[src/dpb_pkg.sv]
// Shared types, register codes and reset values for the depth pixel back-projection block.
`default_nettype none

package dpb_pkg;

	// Field widths fixed by the pixel and point formats.
	localparam int unsigned ColWidth   = 11;
	localparam int unsigned RowWidth   = 11;
	localparam int unsigned RawWidth   = 16;
	localparam int unsigned MaskWidth  = 8;
	localparam int unsigned ScaleWidth = 24;
	localparam int unsigned RangeWidth = 32;
	localparam int unsigned InvWidth   = 32;
	localparam int unsigned CentWidth  = 19;
	localparam int unsigned CoordWidth = 32;

	// Scaled depth is raw * Q0.24 >> 24, so it never exceeds the raw width.
	localparam int unsigned DepthWidth = RawWidth;
	// Magnitude of a Q.8 pixel offset.
	localparam int unsigned OffWidth   = CentWidth;
	// Offset magnitude times depth.
	localparam int unsigned MagWidth   = OffWidth + DepthWidth;

	localparam int unsigned CfgIdxWidth  = 4;
	localparam int unsigned CfgDataWidth = 32;

	localparam int DefMaxCols = 2048;
	localparam int DefMaxRows = 2048;

	localparam logic [MaskWidth-1:0] MaskExcluded = 8'hFF;

	// Register indexes of the configuration port.
	localparam logic [CfgIdxWidth-1:0] RegDepthScale = 4'd0;
	localparam logic [CfgIdxWidth-1:0] RegMinRange   = 4'd1;
	localparam logic [CfgIdxWidth-1:0] RegMaxRange   = 4'd2;
	localparam logic [CfgIdxWidth-1:0] RegInvFocalX  = 4'd3;
	localparam logic [CfgIdxWidth-1:0] RegInvFocalY  = 4'd4;
	localparam logic [CfgIdxWidth-1:0] RegCenterX    = 4'd5;
	localparam logic [CfgIdxWidth-1:0] RegCenterY    = 4'd6;
	localparam logic [CfgIdxWidth-1:0] RegMaskEnable = 4'd7;

	typedef struct packed {
		logic [ColWidth-1:0]  pixel_col;
		logic [RowWidth-1:0]  pixel_row;
		logic [RawWidth-1:0]  raw_depth;
		logic [MaskWidth-1:0] mask_byte;
	} pixel_t;

	typedef struct packed {
		logic [CoordWidth-1:0]        point_forward;
		logic signed [CoordWidth-1:0] point_left;
		logic signed [CoordWidth-1:0] point_up;
	} point_t;

	typedef struct packed {
		logic [ScaleWidth-1:0] depth_unit;
		logic [RangeWidth-1:0] min_range;
		logic [RangeWidth-1:0] max_range;
		logic [InvWidth-1:0]   inv_focal_x;
		logic [InvWidth-1:0]   inv_focal_y;
		logic [CentWidth-1:0]  center_x;
		logic [CentWidth-1:0]  center_y;
		logic                  mask_enable;
	} cfg_t;

	localparam cfg_t CfgReset = '{
		depth_unit:  24'd16777,
		min_range:   32'd0,
		max_range:   32'd655360,
		inv_focal_x: 32'd27962,
		inv_focal_y: 32'd27962,
		center_x:    19'd81920,
		center_y:    19'd61440,
		mask_enable: 1'b0
	};

	// Load enables of the four pipeline stages.
	typedef struct packed {
		logic s1;
		logic s2;
		logic s3;
		logic s4;
	} pipe_en_t;

endpackage

`default_nettype wire

[src/dpb_ctrl.sv]
// Valid bits and load enables of the four-stage pipeline.
`default_nettype none

module dpb_ctrl (
	input  wire                clk,
	input  wire                arst_n,
	input  wire                in_valid,
	input  wire                keep_in,
	input  wire                keep_s1,
	input  wire                out_stall,
	output logic               in_stall,
	output logic               out_valid,
	output dpb_pkg::pipe_en_t  en
);

	logic valid_s1, valid_s2, valid_s3, valid_s4;
	logic rdy1, rdy2, rdy3, rdy4;

	// A stage may load when it is empty or its contents move on this cycle.
	assign rdy4 = !valid_s4 || !out_stall;
	assign rdy3 = !valid_s3 || rdy4;
	assign rdy2 = !valid_s2 || rdy3;
	assign rdy1 = !valid_s1 || rdy2;

	assign in_stall  = !rdy1;
	assign out_valid = valid_s4;
	assign en        = '{s1: rdy1, s2: rdy2, s3: rdy3, s4: rdy4};

	always_ff @(posedge clk or negedge arst_n) begin
		if (!arst_n) begin
			valid_s1 <= 1'b0;
			valid_s2 <= 1'b0;
			valid_s3 <= 1'b0;
			valid_s4 <= 1'b0;
		end else begin
			// Dropped pixels simply leave a bubble behind.
			if (rdy1) valid_s1 <= in_valid && keep_in;
			if (rdy2) valid_s2 <= valid_s1 && keep_s1;
			if (rdy3) valid_s3 <= valid_s2;
			if (rdy4) valid_s4 <= valid_s3;
		end
	end

endmodule

`default_nettype wire

[config.mk]
export PLATFORM = sky130hd
export DESIGN_NAME = dpb_ctrl
export DESIGN_NICKNAME = d
export VERILOG_FILES = /design/src/dpb_pkg.sv /design/src/dpb_ctrl.sv
export SDC_FILE = /design/constraint.sdc
export NUM_CORES = 1
export LEC_CHECK = 0
export ABC_AREA = 1
export ABC_CLOCK_PERIOD_IN_PS = 1020
export BUFFER_PORTS_ARGS = -buffer_cell sky130_fd_sc_hd__clkbuf_2
export CAP_MARGIN = 20
export CORE_AREA = 2 2 39 41
export CTS_CLUSTER_SIZE = 10
export DETAILED_ROUTE_END_ITERATION = 10
export DIE_AREA = 0 0 41 43
export GPL_ROUTABILITY_DRIVEN = 0
export MAX_ROUTING_LAYER = met4
export PLACE_DENSITY = 0.33
export SLEW_MARGIN = 20
export SYNTH_ARGS = -nofsm -noshare
export SYNTH_HDL_FRONTEND = slang
export SYNTH_SLANG_ARGS = --single-unit
[constraint.sdc]
create_clock -name clk -period 1.02 [get_ports clk]
set_clock_uncertainty 0.1 [all_clocks]
set_input_delay 0.051 -clock clk [delete_from_list [all_inputs] [get_ports clk]]
set_output_delay 0.051 -clock clk [all_outputs]
set_load 0.01 [all_outputs]
==> results.toml <==
[status]
status = "finished with violations"
violations = "negative setup slack"

[detailed_routing]
top_layer_used = "met3"
wl_met2_microns = 171
wire_per_inst_microns = 7.43
wl_met1_microns = 165
drc = 0
wirelength_microns = 394
dr_wl_met3_microns = 57
num_vias = 179
dr.pass1.iters = 1
viasPerCell = 3.38
dr.first_iter.drc_count = 0
antenna_left = 0

[layout]
final_common_cell = "clkbuf_2"
areaGrowthSynthToFinish_pct = 67.1
diodes = 0
n_fill_cell = 154
nets = 45
layout_common_cells = "8 x clkbuf_2, 6 x nand2_1, 4 x dlygate4sd3_1, 4 x dfrtp_1"
post_route_cells_drive_above_1_share_pct = 51.4

[clock_network]
clock_sinks = 4
htreeDepth = 1
clk_pin_slew_ns = 0.04
root_buffer = "clkbuf_4"
cts_tree = "yes"
cts_buffers = 3
clk_latency_ns = 0.23
clk_path_buf_depth = 2

[synth]
yosysWarnings = 0
ys_seq_area_share_pct = 50.6
syn_area_per_cell_sq_um = 9.41
syn_area_sq_um = 198
yosysUniqueCellTypes = 8
ys_seq_elements = 4
ys_top_cells_by_area = "dfrtp_1 51%, buf_4 15%, nand2_1 11%"
synthCells = 21
yosysTopAreaCellShare_pct = 50.6
syn_nets = 27
synth_area_leader_cell = "dfrtp_1"

[sta]
hold_ws_ns = 0.0674
finalSetupViolCount = 5
final.period_utilization_pct = 118
slew_headroom_pct = 92.6
worstMarginPinSlew_ns = 0.110
fin_ws_ns = -0.181
hold_viol = 0
rsz0062_at_grt = "true"
fmax_mhz = 832
period_needed_ns = 1.20
drv_slew = 0

[die]
die_h_microns = 43
fp.dieArea_sq_um = 1760
start_util_pct = 14.3
die_width_microns = 41
ios = 12
coreArea_sq_um = 1380
num_rows = 14

[worst_setup_path]
timing.rr.start = "out_valid"
critical_path.startpoint_type = "flip-flop"
crit_family = "flip-flops"
critPathBufInv = 2
slowest_stage = "dfrtp_1"
cp.arrival_ns = 1.05
worstSetupEndpointType = "primary output"
crit_type = "reg2out"
reg2reg_depth = 3
startpoint = "out_valid"
r2r_setup_slack_ns = 0.07
r2r-end = "valid_s3"
slowest_delay_ns = 0.35
path_cells = "nand2_2 -> nor2_4 -> nand3_2 -> inv_1 -> buf_2"
cp.required_ns = 0.87
crit_fanout = 4

[placement]
portBuffers = 11

[grt]
grt_max_degree = 5
grt_pass1_vias = 184
grtUsageTotal_pct = 7.32
grt_pass1_wl_microns = 738
gr-total-overflow = 0
antenna_found_initial = 0

[worst_hold_path]
hp-class = "in2async"

[run]
max_cap_viol_count = 0

[pwr]
p_leak_nw = 0.182
ir_worst_vdd_mv = 0.623
p_total_mw = 0.426
p_per_area_nw_per_um2 = 1290
state kept, by name, summed over array words and instances, names as in the netlist:
name       count
out_valid      1
valid_s2       1
valid_s3       1
valid_s1       1
cells in the mapped netlist:
cell type  number
or2_1           1
nor2_4          1
nand2_1         6
buf_4           4
nand2_2         1
nand3_2         1
dfrtp_1         4
inv_1           3
what timing repair did:
action | CTS | global route
resized for setup | 0 | 5
pin swaps | 0 | 0
hold buffers | 4 | 0
setup buffers | 1 | 2
hold endpoints to repair | 6 | 0
setup endpoints to repair | 5 | 5
cell families after synthesis:
kind of cell / after synthesis / synth area share, %
AND/OR/NAND/NOR: 10 / 28.5
flip-flops: 4 / 50.6
buffers and inverters: 7 / 20.9
worst reg2reg max path: stages (launching register included):
cell and delay (ns):
dfrtp_1 0.38, nand2_2 0.11, nor2_4 0.05, or2_1 0.20
per-stage QoR:
| step | instances | setup slack, ns | setup TNS [ns] | utilization (%) | cell area [sq um] |
|---|---|---|---|---|---|
| floorplan | 21 | 0.0490 | 0 | - | 198 |
| global placement | 44 | 0.0632 | 0 | 17.5 | 243 |
| detailed placement | 44 | 0.0355 | 0 | 17.5 | 243 |
| CTS | 52 | -0.211 | -0.757 | 22.6 | 313 |
| global route | 53 | -0.275 | -1.13 | 23.9 | 330 |
| finish | 53 | -0.181 | -0.719 | 23.9 | 330 |
metal layers:
metal,global-route usage [%],up-vias
met3,7.85,0
li1,-,90
met5,-,-
met2,9.38,12
met4,4.00,0
met1,6.47,77
worst max-delay path by stage:
stage | depth (start not counted) | endpoint | slack, ns
after floorplan | 3 | valid_s3 | 0.05
after global placement | 5 | in_stall | 0.06
after detailed placement | 5 | in_stall | 0.04
after CTS | 5 | in_stall | -0.21
after global routing | 5 | in_stall | -0.28
final | 5 | in_stall | -0.18
power breakdown:
| group | internal, mW | switching (mW) |
|---|---|---|
| sequential | 0.169 | 0.00583 |
| clock | 0.131 | 0.0583 |
| combinational | 0.0364 | 0.0246 |
cell type report:
class | instances | area, sq um | share of cell area, %
Sequential cell | 4 | 100 | 30.3
Tap cell | 16 | 20.0 | 6.06
Inverter | 3 | 11.3 | 3.41
Multi-Input combinational cell | 10 | 56.3 | 17.0
Clock buffer | 3 | 22.5 | 6.82
Timing Repair Buffer | 17 | 120 | 36.4
(Power assumes the default switching activity.)
