File: src/dpb_pkg.sv
// Shared types, register codes and reset values for the depth pixel back-projection block.
`default_nettype none

package dpb_pkg;

	// Field widths fixed by the pixel and point formats.
	localparam int unsigned ColWidth   = 11;
	localparam int unsigned RowWidth   = 11;
	localparam int unsigned RawWidth   = 16;
	localparam int unsigned MaskWidth  = 8;
	localparam int unsigned ScaleWidth = 24;
	localparam int unsigned RangeWidth = 32;
	localparam int unsigned InvWidth   = 32;
	localparam int unsigned CentWidth  = 19;
	localparam int unsigned CoordWidth = 32;

	// Scaled depth is raw * Q0.24 >> 24, so it never exceeds the raw width.
	localparam int unsigned DepthWidth = RawWidth;
	// Magnitude of a Q.8 pixel offset.
	localparam int unsigned OffWidth   = CentWidth;
	// Offset magnitude times depth.
	localparam int unsigned MagWidth   = OffWidth + DepthWidth;

	localparam int unsigned CfgIdxWidth  = 4;
	localparam int unsigned CfgDataWidth = 32;

	localparam int DefMaxCols = 2048;
	localparam int DefMaxRows = 2048;

	localparam logic [MaskWidth-1:0] MaskExcluded = 8'hFF;

	// Register indexes of the configuration port.
	localparam logic [CfgIdxWidth-1:0] RegDepthScale = 4'd0;
	localparam logic [CfgIdxWidth-1:0] RegMinRange   = 4'd1;
	localparam logic [CfgIdxWidth-1:0] RegMaxRange   = 4'd2;
	localparam logic [CfgIdxWidth-1:0] RegInvFocalX  = 4'd3;
	localparam logic [CfgIdxWidth-1:0] RegInvFocalY  = 4'd4;
	localparam logic [CfgIdxWidth-1:0] RegCenterX    = 4'd5;
	localparam logic [CfgIdxWidth-1:0] RegCenterY    = 4'd6;
	localparam logic [CfgIdxWidth-1:0] RegMaskEnable = 4'd7;

	typedef struct packed {
		logic [ColWidth-1:0]  pixel_col;
		logic [RowWidth-1:0]  pixel_row;
		logic [RawWidth-1:0]  raw_depth;
		logic [MaskWidth-1:0] mask_byte;
	} pixel_t;

	typedef struct packed {
		logic [CoordWidth-1:0]        point_forward;
		logic signed [CoordWidth-1:0] point_left;
		logic signed [CoordWidth-1:0] point_up;
	} point_t;

	typedef struct packed {
		logic [ScaleWidth-1:0] depth_unit;
		logic [RangeWidth-1:0] min_range;
		logic [RangeWidth-1:0] max_range;
		logic [InvWidth-1:0]   inv_focal_x;
		logic [InvWidth-1:0]   inv_focal_y;
		logic [CentWidth-1:0]  center_x;
		logic [CentWidth-1:0]  center_y;
		logic                  mask_enable;
	} cfg_t;

	localparam cfg_t CfgReset = '{
		depth_unit:  24'd16777,
		min_range:   32'd0,
		max_range:   32'd655360,
		inv_focal_x: 32'd27962,
		inv_focal_y: 32'd27962,
		center_x:    19'd81920,
		center_y:    19'd61440,
		mask_enable: 1'b0
	};

	// Load enables of the four pipeline stages.
	typedef struct packed {
		logic s1;
		logic s2;
		logic s3;
		logic s4;
	} pipe_en_t;

endpackage

`default_nettype wire

File: src/dpb_cfg.sv
// Configuration register file of the depth pixel back-projection block.
`default_nettype none

module dpb_cfg (
	input  wire                                  clk,
	input  wire                                  arst_n,
	input  wire                                  cfg_valid,
	output logic                                 cfg_ready,
	input  wire  [dpb_pkg::CfgIdxWidth-1:0]      cfg_index,
	input  wire  [dpb_pkg::CfgDataWidth-1:0]     cfg_data,
	output dpb_pkg::cfg_t                        cfg
);

	dpb_pkg::cfg_t cfg_q;

	assign cfg_ready = 1'b1;
	assign cfg       = cfg_q;

	always_ff @(posedge clk or negedge arst_n) begin
		if (!arst_n) begin
			cfg_q <= dpb_pkg::CfgReset;
		end else if (cfg_valid && cfg_ready) begin
			case (cfg_index)
				dpb_pkg::RegDepthScale: begin
					cfg_q.depth_unit <= cfg_data[dpb_pkg::ScaleWidth-1:0];
				end
				dpb_pkg::RegMinRange: begin
					cfg_q.min_range <= cfg_data[dpb_pkg::RangeWidth-1:0];
				end
				dpb_pkg::RegMaxRange: begin
					cfg_q.max_range <= cfg_data[dpb_pkg::RangeWidth-1:0];
				end
				dpb_pkg::RegInvFocalX: begin
					cfg_q.inv_focal_x <= cfg_data[dpb_pkg::InvWidth-1:0];
				end
				dpb_pkg::RegInvFocalY: begin
					cfg_q.inv_focal_y <= cfg_data[dpb_pkg::InvWidth-1:0];
				end
				dpb_pkg::RegCenterX: begin
					cfg_q.center_x <= cfg_data[dpb_pkg::CentWidth-1:0];
				end
				dpb_pkg::RegCenterY: begin
					cfg_q.center_y <= cfg_data[dpb_pkg::CentWidth-1:0];
				end
				dpb_pkg::RegMaskEnable: begin
					cfg_q.mask_enable <= cfg_data[0];
				end
				default: begin
				end
			endcase
		end
	end

endmodule

`default_nettype wire

File: config.mk
export PLATFORM = sky130hd
export DESIGN_NAME = dpb_cfg
export DESIGN_NICKNAME = d
export VERILOG_FILES = /design/src/dpb_pkg.sv /design/src/dpb_cfg.sv
export SDC_FILE = /design/constraint.sdc
export NUM_CORES = 1
export LEC_CHECK = 0
export ABC_AREA = 1
export BUFFER_PORTS_ARGS = -buffer_cell sky130_fd_sc_hd__buf_2
export CORE_MARGIN = 2
export CORE_UTILIZATION = 47
export DETAILED_ROUTE_END_ITERATION = 16
export HOLD_SLACK_MARGIN = 0.02
export PLACE_DENSITY = 0.75
export SLEW_MARGIN = 10
export SYNTH_ARGS = -nofsm -noshare
export SYNTH_HDL_FRONTEND = slang
export SYNTH_SLANG_ARGS = --single-unit
File: constraint.sdc
create_clock -name clk -period 0.8 [get_ports clk]
set_input_delay 0.16 -clock clk [delete_from_list [all_inputs] [get_ports clk]]
set_output_delay 0.16 -clock clk [all_outputs]
set_load 0.02 [all_outputs]
==> metrics list <==
- VDD sags by at most 1.63 mV.
* Net count after synthesis: 934
- In the final layout, the share of cells above drive strength 1 is 0.385.
- For this block, the routed nets add up to 29100 um of wire.
- Endpoint arrival time on the critical path: 1.18 ns
- Across the routed clock network, the largest skew measured is 0 ns.
- Worst reg2reg path startpoint: cfg[34]
- Synthesis handed over a netlist of 895 instances.
* Initial Utilization: 0.475
* Number of violations of the max-capacitance limit: 0
- Share of the core filled with cells: 0.741
- The flow ran to the end, but the final reports show violations.
- Compared with the post-synthesis result, the final layout area differs by 56.1%.
* Post-placement worst setup slack: -0.374 ns
- Worst Path Buf+Inv: 1
- Dpl hpwl: 16400 um
- The largest individual stage delay along the critical path comes from the cell dfstp_2.
* Root buffer cell: clkbuf_16
* H-tree depth: 4
- In this run the standard cell core region covers 17100 sq um.
- Kind of end point of the critical path: primary output
- DR vias: 8202
- The pre-antenna-repair detailed-routing pass consisted of 5 iterations.
- Summed over all layers, the global routing overflow is 0.
- The analysis attributes to cell leakage a power of 6.63 nW.
- Startpoint of the most critical hold path: cfg_data[11]
- Cell area after synthesis: 8130 sq um
- Of the post-synthesis cell area, the dominant cell type holds 0.493.
* Most used standard cells in the synthesized netlist: 416 x nand2_1, 160 x dfrtp_1, 120 x nand4_1, 40 x inv_1, 38 x o21bai_1
- The critical path is of the reg -> out type.
- Dividing the detail-routed via count by the number of cells gives 5.53.
- The congestion estimate from routability-driven global placement came to 0.838.
* Total global-route track usage: 0.296
* Worst-Skew Late Latency: 0.44 ns
- Summed over all instances, the cell type with the most area after synthesis is dfrtp_1.
- Largest net degree at the start of global routing: 46
- The register with the most flip-flops in the layout has 191 of them.
- RSZ-0062 raised after global routing: true
- Along the worst path, the maximum fanout reaches 2.
- Number of design-rule violations left by the first detailed-router iteration: 786
- Non-filler instance count after layout: 1484
* Sequential fraction of the synthesis area: 0.593
- Total of buffers placed on input and output ports: 229
- The floorplan step set the die width to 135 um.
* Share of flip-flops with an asynchronous set or reset: 1.00
- In this run the core area contains 48 standard-cell rows.
- In this run, CTS created clock tree buffers numbering 17.
- Number of distinct standard cells referenced by the synthesized netlist: 20
- Number of flops mapped to enable cells by yosys: 0
- Die span in y: 135 um
* Worst Hold Class: in -> reg
- The first global-routing pass estimated 41600 um of wire.
* Count of pins over their slew limit: 0
- Total Die Area: 18400 sq um
- Antenna fix cells: 0
* Violated checks: negative setup slack
* Remaining antenna violation count: 0
* Upper clock frequency limit: 745 MHz
* Number of I/O pins: 231
- Remaining routing DRC violations: 0
- Required time of the worst setup path: 0.64 ns
- The number of hold-slack violations in the final timing report came to 0.
* Number of sinks on the clock net: 191
- The number of antenna violations at the first check in global routing came to 0.
- After layout, the minimum clock period comes to 1.34 ns.
- Vias in the first global route: 7721
* Number of cells in the design after placement: 1343
- Endpoints failing setup: 231
* Largest delay contributor family on the critical path: flip-flops
- Ranked by total cell area, the synthesized netlist is headed by dfrtp_1 49%, nand2_1 19%, dfstp_2 10%.
- After detailed routing, the average wire length per cell comes to 19.6 um.
* Launch point of the worst path: cfg[181]
* Crit share post-route: 1.68
* Slack of the critical path: -0.542 ns
- Worst path cell trace: buf_6
* Worst hold slack: 0.0365 ns
- Number of warnings issued by yosys: 0
- Clock-pin slew was measured on the worst setup and hold paths at 0.07 ns.
* Max incr delay on CP: 0.61 ns
- Most instantiated flip-flop cell in the synthesis netlist: dfrtp_1
- Most common cell in the synthesized netlist: nand2_1
* Kind of launch point of the worst setup path: register
- No sink is reached through more buffers than the 2 on the longest clock path.
- Seq cells post-synth: 191
- Mean Syn Cell Area: 9.08 sq um
- Final net count: 1285
- For this design the ratio of total power to cell area is 2800 nW/um^2.
* CTS tree: built
-- area by class of cell --
cell class	count	area, sq um
fill	1064	4430
clock buffer	22	444
timing repair buffer	399	3950
sequential	191	4820
tap	225	282
clock inverter	10	165
multi-input combinational	593	2860
inverter	44	168
-- through the flow --
step	instance area (sq um)	total power, mW	TNS (ns)
final	12700	35.5	-69.32
after global placement	9860	21.3	-59.93
after CTS	12200	33.9	-68.46
after global routing	12700	36.8	-74.36
after floorplan	8260	18.0	-12.39
after detailed placement	9860	21.5	-62.40
-- cells by family (layout without fill, tap and decap cells) --
logic type / after synthesis / in the layout / synth area share
AO/OA/AOI/OAI: 38 / 38 / 0.0351
other: 1 / 1 / 0.000461
AND/OR/NAND/NOR: 554 / 554 / 0.304
buffers and inverters: 111 / 475 / 0.0677
flip-flops: 191 / 191 / 0.593
-- routing by layer --
layer	GRT usage	routed length, um	vias up
met5	0	0	-
met2	0.496	14700	483
met3	0.0625	2340	113
met4	0.144	1390	0
li1	-	-	3598
met1	0.366	10600	4008
-- placed cells by master, fill, tap and decap left out --
| cell type | Yosys | layout |
|---|---|---|
| inv_2 | 4 | 16 |
| buf_2 | 32 | 35 |
| buf_12 | 0 | 17 |
| bufinv_16 | 0 | 4 |
| dlygate4sd3_1 | 0 | 20 |
| o21bai_1 | 38 | 33 |
| o21bai_4 | 0 | 5 |
| nand4_1 | 120 | 120 |
| nand3_2 | 3 | 5 |
| nand3_4 | 1 | 1 |
| nor2_1 | 2 | 1 |
| buf_4 | 9 | 120 |
| clkinv_4 | 0 | 4 |
| inv_1 | 40 | 27 |
| nor2_4 | 6 | 7 |
| clkinv_2 | 0 | 2 |
| clkbuf_16 | 0 | 17 |
| dfrtp_1 | 160 | 160 |
| inv_4 | 0 | 1 |
| buf_6 | 8 | 206 |
| nand2_1 | 416 | 406 |
| conb_1 | 1 | 1 |
| clkbuf_1 | 12 | 5 |
| clkbuf_8 | 0 | 1 |
| nor2_2 | 1 | 1 |
| nand3_1 | 3 | 1 |
| nand2_2 | 2 | 12 |
| dfstp_2 | 31 | 31 |
-- timing repair --
item                                   4_1_cts  5_1_grt
resized for setup                          381       50
pin swaps                                    1       15
setup endpoints to repair                  197      218
hold buffers                                20        0
setup buffers                               40       50
endpoints found under the hold margin      196        0
-- worst paths after layout --
check / endpoint / slack (ns) / cells past startpoint
hold reg to reg: cfg[167] / 0.47 / 2
setup reg to reg: cfg[34] / -0.14 / 4
setup / recovery: cfg[181] / -0.54 / 1
min in group asynchronous: cfg[64] / 0.18 / 2
max in group asynchronous: cfg[14] / 0.09 / 3
hold / removal: cfg[50] / 0.04 / 3
-- power by group --
| part | switching (mW) | internal, mW |
|---|---|---|
| clock network | 3.69 | 5.25 |
| logic | 6.28 | 6.50 |
| registers | 1.80 | 12.0 |
-- worst reg2reg max path: cells and delay by family, from the launching register on --
| family | cells | cell delay (ns) |
|---|---|---|
| buf+inv | 2 | 0.12 |
| flops | 1 | 0.55 |
| compound gates | 1 | 0.14 |
| simple gates | 1 | 0.07 |
No activity file was read; power rests on OpenSTA's default activity.
