`config.mk`:
```
export PLATFORM = sky130hd
export DESIGN_NAME = dpb_lat
export DESIGN_NICKNAME = d
export VERILOG_FILES = /design/src/dpb_pkg.sv /design/src/dpb_lat.sv
export SDC_FILE = /design/constraint.sdc
export NUM_CORES = 2
export LEC_CHECK = 0
export BUFFER_PORTS_ARGS = -buffer_cell sky130_fd_sc_hd__buf_4
export CORE_UTILIZATION = 45
export DETAILED_ROUTE_END_ITERATION = 7
export HOLD_SLACK_MARGIN = 0.12
export PLACE_DENSITY_LB_ADDON = 0.3
export SETUP_SLACK_MARGIN = 0.15
export SLEW_MARGIN = 25
export SYNTH_ARGS = -nofsm -noshare
export SYNTH_HDL_FRONTEND = slang
export SYNTH_SLANG_ARGS = --single-unit
```
`constraint.sdc`:
```
create_clock -name clk -period 18.4 [get_ports clk]
set_clock_uncertainty 0.05 [all_clocks]
set_input_delay 2.76 -clock clk [delete_from_list [all_inputs] [get_ports clk]]
set_output_delay 2.76 -clock clk [all_outputs]
set_load 0.02 [all_outputs]
```
`src/dpb_pkg.sv`:
```
// Shared types, register codes and reset values for the depth pixel back-projection block.
`default_nettype none

package dpb_pkg;

	// Field widths fixed by the pixel and point formats.
	localparam int unsigned ColWidth   = 11;
	localparam int unsigned RowWidth   = 11;
	localparam int unsigned RawWidth   = 16;
	localparam int unsigned MaskWidth  = 8;
	localparam int unsigned ScaleWidth = 24;
	localparam int unsigned RangeWidth = 32;
	localparam int unsigned InvWidth   = 32;
	localparam int unsigned CentWidth  = 19;
	localparam int unsigned CoordWidth = 32;

	// Scaled depth is raw * Q0.24 >> 24, so it never exceeds the raw width.
	localparam int unsigned DepthWidth = RawWidth;
	// Magnitude of a Q.8 pixel offset.
	localparam int unsigned OffWidth   = CentWidth;
	// Offset magnitude times depth.
	localparam int unsigned MagWidth   = OffWidth + DepthWidth;

	localparam int unsigned CfgIdxWidth  = 4;
	localparam int unsigned CfgDataWidth = 32;

	localparam int DefMaxCols = 2048;
	localparam int DefMaxRows = 2048;

	localparam logic [MaskWidth-1:0] MaskExcluded = 8'hFF;

	// Register indexes of the configuration port.
	localparam logic [CfgIdxWidth-1:0] RegDepthScale = 4'd0;
	localparam logic [CfgIdxWidth-1:0] RegMinRange   = 4'd1;
	localparam logic [CfgIdxWidth-1:0] RegMaxRange   = 4'd2;
	localparam logic [CfgIdxWidth-1:0] RegInvFocalX  = 4'd3;
	localparam logic [CfgIdxWidth-1:0] RegInvFocalY  = 4'd4;
	localparam logic [CfgIdxWidth-1:0] RegCenterX    = 4'd5;
	localparam logic [CfgIdxWidth-1:0] RegCenterY    = 4'd6;
	localparam logic [CfgIdxWidth-1:0] RegMaskEnable = 4'd7;

	typedef struct packed {
		logic [ColWidth-1:0]  pixel_col;
		logic [RowWidth-1:0]  pixel_row;
		logic [RawWidth-1:0]  raw_depth;
		logic [MaskWidth-1:0] mask_byte;
	} pixel_t;

	typedef struct packed {
		logic [CoordWidth-1:0]        point_forward;
		logic signed [CoordWidth-1:0] point_left;
		logic signed [CoordWidth-1:0] point_up;
	} point_t;

	typedef struct packed {
		logic [ScaleWidth-1:0] depth_unit;
		logic [RangeWidth-1:0] min_range;
		logic [RangeWidth-1:0] max_range;
		logic [InvWidth-1:0]   inv_focal_x;
		logic [InvWidth-1:0]   inv_focal_y;
		logic [CentWidth-1:0]  center_x;
		logic [CentWidth-1:0]  center_y;
		logic                  mask_enable;
	} cfg_t;

	localparam cfg_t CfgReset = '{
		depth_unit:  24'd16777,
		min_range:   32'd0,
		max_range:   32'd655360,
		inv_focal_x: 32'd27962,
		inv_focal_y: 32'd27962,
		center_x:    19'd81920,
		center_y:    19'd61440,
		mask_enable: 1'b0
	};

	// Load enables of the four pipeline stages.
	typedef struct packed {
		logic s1;
		logic s2;
		logic s3;
		logic s4;
	} pipe_en_t;

endpackage

`default_nettype wire

```
`src/dpb_lat.sv`:
```
// Lateral coordinate datapath for one axis: three multiplies, then sign and saturation.
`default_nettype none

module dpb_lat (
	input  wire                                   clk,
	input  wire dpb_pkg::pipe_en_t                en,
	input  wire  [dpb_pkg::OffWidth-1:0]          off_abs_s1,
	input  wire                                   off_neg_s1,
	input  wire  [dpb_pkg::DepthWidth-1:0]        depth_s1,
	input  wire  [dpb_pkg::InvWidth-1:0]          inv_focal,
	output logic signed [dpb_pkg::CoordWidth-1:0] coord_s4
);

	localparam int unsigned MagW  = dpb_pkg::MagWidth;
	localparam int unsigned InvW  = dpb_pkg::InvWidth;
	localparam int unsigned LoW   = 32;
	localparam int unsigned HiW   = MagW - LoW;
	localparam int unsigned HiPW  = HiW + InvW;
	localparam int unsigned LoPW  = LoW + InvW;
	localparam int unsigned SumW  = HiPW + 1;
	localparam int unsigned CW    = dpb_pkg::CoordWidth;

	localparam logic [SumW-1:0] PosLimit = SumW'({1'b0, {(CW-1){1'b1}}});
	localparam logic [SumW-1:0] NegLimit = SumW'({1'b1, {(CW-1){1'b0}}});

	logic [MagW-1:0] mag_s2;
	logic            neg_s2;
	logic [HiPW-1:0] prod_hi_s3;
	logic [LoPW-1:0] prod_lo_s3;
	logic            neg_s3;

	logic [SumW-1:0] q;
	logic [CW-1:0]   sat_pos;
	logic [CW-1:0]   sat_neg;
	logic [CW-1:0]   coord_next;

	// The Q.48 product splits into products of the high and low parts of the magnitude; the
	// sum below equals the full product shifted right by 32 exactly.
	always_comb begin
		q       = {1'b0, prod_hi_s3} + SumW'(prod_lo_s3[LoPW-1:LoW]);
		sat_pos = (q > PosLimit) ? PosLimit[CW-1:0] : q[CW-1:0];
		sat_neg = (q > NegLimit) ? NegLimit[CW-1:0] : q[CW-1:0];
		// A negative offset gives a positive coordinate, and the reverse.
		coord_next = neg_s3 ? sat_pos : (CW'(0) - sat_neg);
	end

	always_ff @(posedge clk) begin
		if (en.s2) begin
			mag_s2 <= MagW'(off_abs_s1) * MagW'(depth_s1);
			neg_s2 <= off_neg_s1;
		end
		if (en.s3) begin
			prod_hi_s3 <= HiPW'(mag_s2[MagW-1:LoW]) * HiPW'(inv_focal);
			prod_lo_s3 <= LoPW'(mag_s2[LoW-1:0]) * LoPW'(inv_focal);
			neg_s3     <= neg_s2;
		end
		if (en.s4) begin
			coord_s4 <= coord_next;
		end
	end

endmodule

`default_nettype wire

```
==> results_dict.tcl <==
set metrics [dict create \
    status "finished, final reports clean" \
    ios 105 \
    period_share_pct 60.00 \
    cts_resized 0 \
    start_kind "input pin" \
    report.final.hold_viol_count 0 \
    worstPathArrival_ns 11.23 \
    avgSynthCellArea_sq_um 9.120 \
    holdPathEnd "neg_s3" \
    rsz0062_at_grt "no" \
    syn_inst 5691 \
    die_h_microns 341.6 \
    synth_seq_area_share_pct 7.869 \
    fin_ws_ns 7.361 \
    gr-usage-met1_pct 32.45 \
    clkTransAtPathRegs_ns 0.09 \
    drt_iter0_drc 2267 \
    die_area_sq_um 116700 \
    area_delta_synth_final_pct 4.715 \
    globalplace.congestion 0.8881 \
    first_pass_iters 5 \
    rr_worst_depth 28 \
    setup_viol 0 \
    synth_area_sq_um 51900 \
    htreeDepth 4 \
    tightest_slew_ns 1.129 \
    fin_nets 7227 \
    fin_crit_ns 11.04 \
    maxSlewViolCount 0 \
    worstHoldPathType "reg2reg" \
    layout_common_cells "inv_1 (1,215), fa_1 (1,163), nand2_1 (791), and2_1 (727), ha_1 (434)" \
    layout_commonest_cell "inv_1" \
    globalRouteMet2Util_pct 40.38 \
    async_flop_share_pct 0 \
    min_from "neg_s2" \
    ys_seq_elements 136 \
    rr_endpoint "prod_lo_s3[59]" \
    grt_max_degree 69 \
    grt_pass1_wl_mm 221.2 \
    ys_types 77 \
    gr-total-overflow 0 \
    insertion_delay_ns 0.51 \
    ys_warn_count 0 \
    final.setup.tns_ns 0 \
    whs_path_depth 0 \
    first_global_vias 40640 \
    die_w_microns 341.6 \
    r2r_slack_ns 9.25 \
    crit_start "inv_focal[2]" \
    route.detailed.drc 0 \
    clock_path_buffers 2 \
    postCtsSetupRepairBufs 0 \
    synth_ff_type "edfxtp_1" \
    grt_use_met3_pct 3.978 \
    wl_per_cell_microns 19.05 \
    row_count 124 \
    cts-hold-fix-buffers 0 \
    slew_headroom_pct 23.93 \
    dp_hpwl_mm 98.76 \
    cts.sinks 136 \
    pre_cts_ws_ns 6.904 \
    end_kind "flop" \
    coreArea_sq_um 114300 \
    totalWireLength_mm 134.9 \
    fmax_mhz 90.58 \
    num_vias 38020 \
    r2r_start "mag_s2[16]" \
    start_util_pct 45.39 \
    crit_fanout 35 \
    ant_nets 0 \
    antenna_found_initial 10 \
    io_buffers 103 \
    grt_usage_pct 24.24 \
    crit_required_ns 18.59 \
    busiest_layer "met2" \
    drive_gt1_share_pct 3.448 \
    max_cap_viol_count 0 \
    cts_inserted_buffers 17 \
    synth_fp_nets 7361 \
    root_buffer "clkbuf_16" \
    via_per_inst 5.367 \
    cts_tree "yes" \
    synth-edff-count 136 \
    critPathKind "in2reg" \
]
flip-flops by register name (all words and copies together), names as in the netlist:
signal      flops
mag_s2         35
prod_hi_s3     35
coord_s4       32
prod_lo_s3     32
neg_s2          1
neg_s3          1
cell usage after synthesis, drive strengths merged, types with 6 or more instances:
| library cell | count | area share (%) |
|---|---|---|
| o21ai | 100 | 0.96 |
| edfxtp | 136 | 7.9 |
| o21a | 23 | 0.33 |
| a21o | 50 | 0.72 |
| or4 | 8 | 0.12 |
| clkbuf | 285 | 2.1 |
| ha | 434 | 10 |
| and2 | 727 | 8.8 |
| o31ai | 9 | 0.13 |
| nand2 | 791 | 5.7 |
| or3 | 16 | 0.19 |
| and4 | 9 | 0.15 |
| nand2b | 20 | 0.24 |
| a21oi | 138 | 1.3 |
| a211o | 8 | 0.14 |
| o31a | 6 | 0.10 |
| a2111oi | 6 | 0.10 |
| inv | 1215 | 8.8 |
| nor2b | 18 | 0.22 |
| a31oi | 12 | 0.14 |
| nor4 | 12 | 0.16 |
| xor2 | 38 | 0.64 |
| nor2 | 122 | 0.88 |
| buf | 8 | 0.087 |
| o211ai | 9 | 0.13 |
| nand4 | 19 | 0.23 |
| o21bai | 18 | 0.26 |
| a211oi | 27 | 0.40 |
| and3 | 15 | 0.18 |
| nor3 | 49 | 0.48 |
| or2 | 12 | 0.14 |
| o2111ai | 6 | 0.10 |
| nand3 | 33 | 0.32 |
| fa | 1163 | 45 |
| xnor2 | 70 | 1.2 |
worst max-delay path, stage by stage:
cell,delay [ns]
buf_4,0.24
and2_1,0.25
fa_1,0.53
inv_1,0.06
fa_1,0.51
fa_1,0.47
fa_1,0.56
inv_1,0.05
fa_1,0.50
inv_1,0.06
fa_1,0.52
inv_1,0.05
fa_1,0.47
inv_1,0.05
fa_1,0.47
inv_1,0.04
ha_1,0.30
a21oi_1,0.18
and2_1,0.17
nand3_1,0.07
o21ai_0,0.88
a211oi_1,0.19
a211o_1,0.36
o21ai_0,0.49
o21ai_0,0.31
o41a_1,0.40
a21oi_1,0.19
xnor2_1,0.08
worst max-delay path by stage:
| stage | end | slack, ns | depth (start not counted) |
|---|---|---|---|
| 2_1_floorplan | prod_lo_s3[59] | 8.32 | 23 |
| 3_3_place_gp | prod_lo_s3[59] | 6.96 | 28 |
| 3_5_place_dp | prod_lo_s3[59] | 6.90 | 28 |
| 4_1_cts | prod_lo_s3[59] | 7.43 | 28 |
| 5_1_grt | prod_lo_s3[63] | 6.98 | 28 |
| 6_report | prod_lo_s3[59] | 7.36 | 28 |
layout make-up:
class / instances / area (sq um)
multi-input cells: 4047 / 42140
inverters: 1215 / 4561
flip-flops and latches: 136 / 4084
clock buffers: 17 / 425.4
fillers: 10800 / 60000
clock inverters: 14 / 185.2
diodes: 3 / 7.507
well taps: 1512 / 1892
repair buffers: 140 / 1051
metal layers:
layer	wire length (microns)	vias up	part of all wire (%)
li1	-	16850	-
met1	57470	19570	43
met2	64380	1297	48
met3	8947	285	6.6
met4	4011	16	3.0
met5	108	-	0.080
per-stage QoR:
step / utilization [%] / instances / hold slack, ns / instance area, sq um
CTS: 47.52 / 7081 / 0.6348 / 54340
floorplan: - / 5691 / 0.3503 / 51900
global placement: 46.99 / 7050 / 0.5880 / 53730
finish: 47.53 / 7084 / 0.6414 / 54350
detailed placement: 46.99 / 7050 / 0.5835 / 53730
global route: 47.52 / 7081 / 0.6485 / 54340
cells by family after synthesis:
kind of cell	count (synthesis)	synth area share (%)
XOR/XNOR	108	1.823
buffers and inverters	1508	10.94
multiplexers	5	0.09884
AO/OA/AOI/OAI	473	5.911
flip-flops	136	7.869
AND/OR/NAND/NOR	1864	18.04
adder cells (fa/ha/maj)	1597	55.32
Power is not shown: default switching activity piles up to over one toggle a cycle in this logic, so the estimate is an artifact.
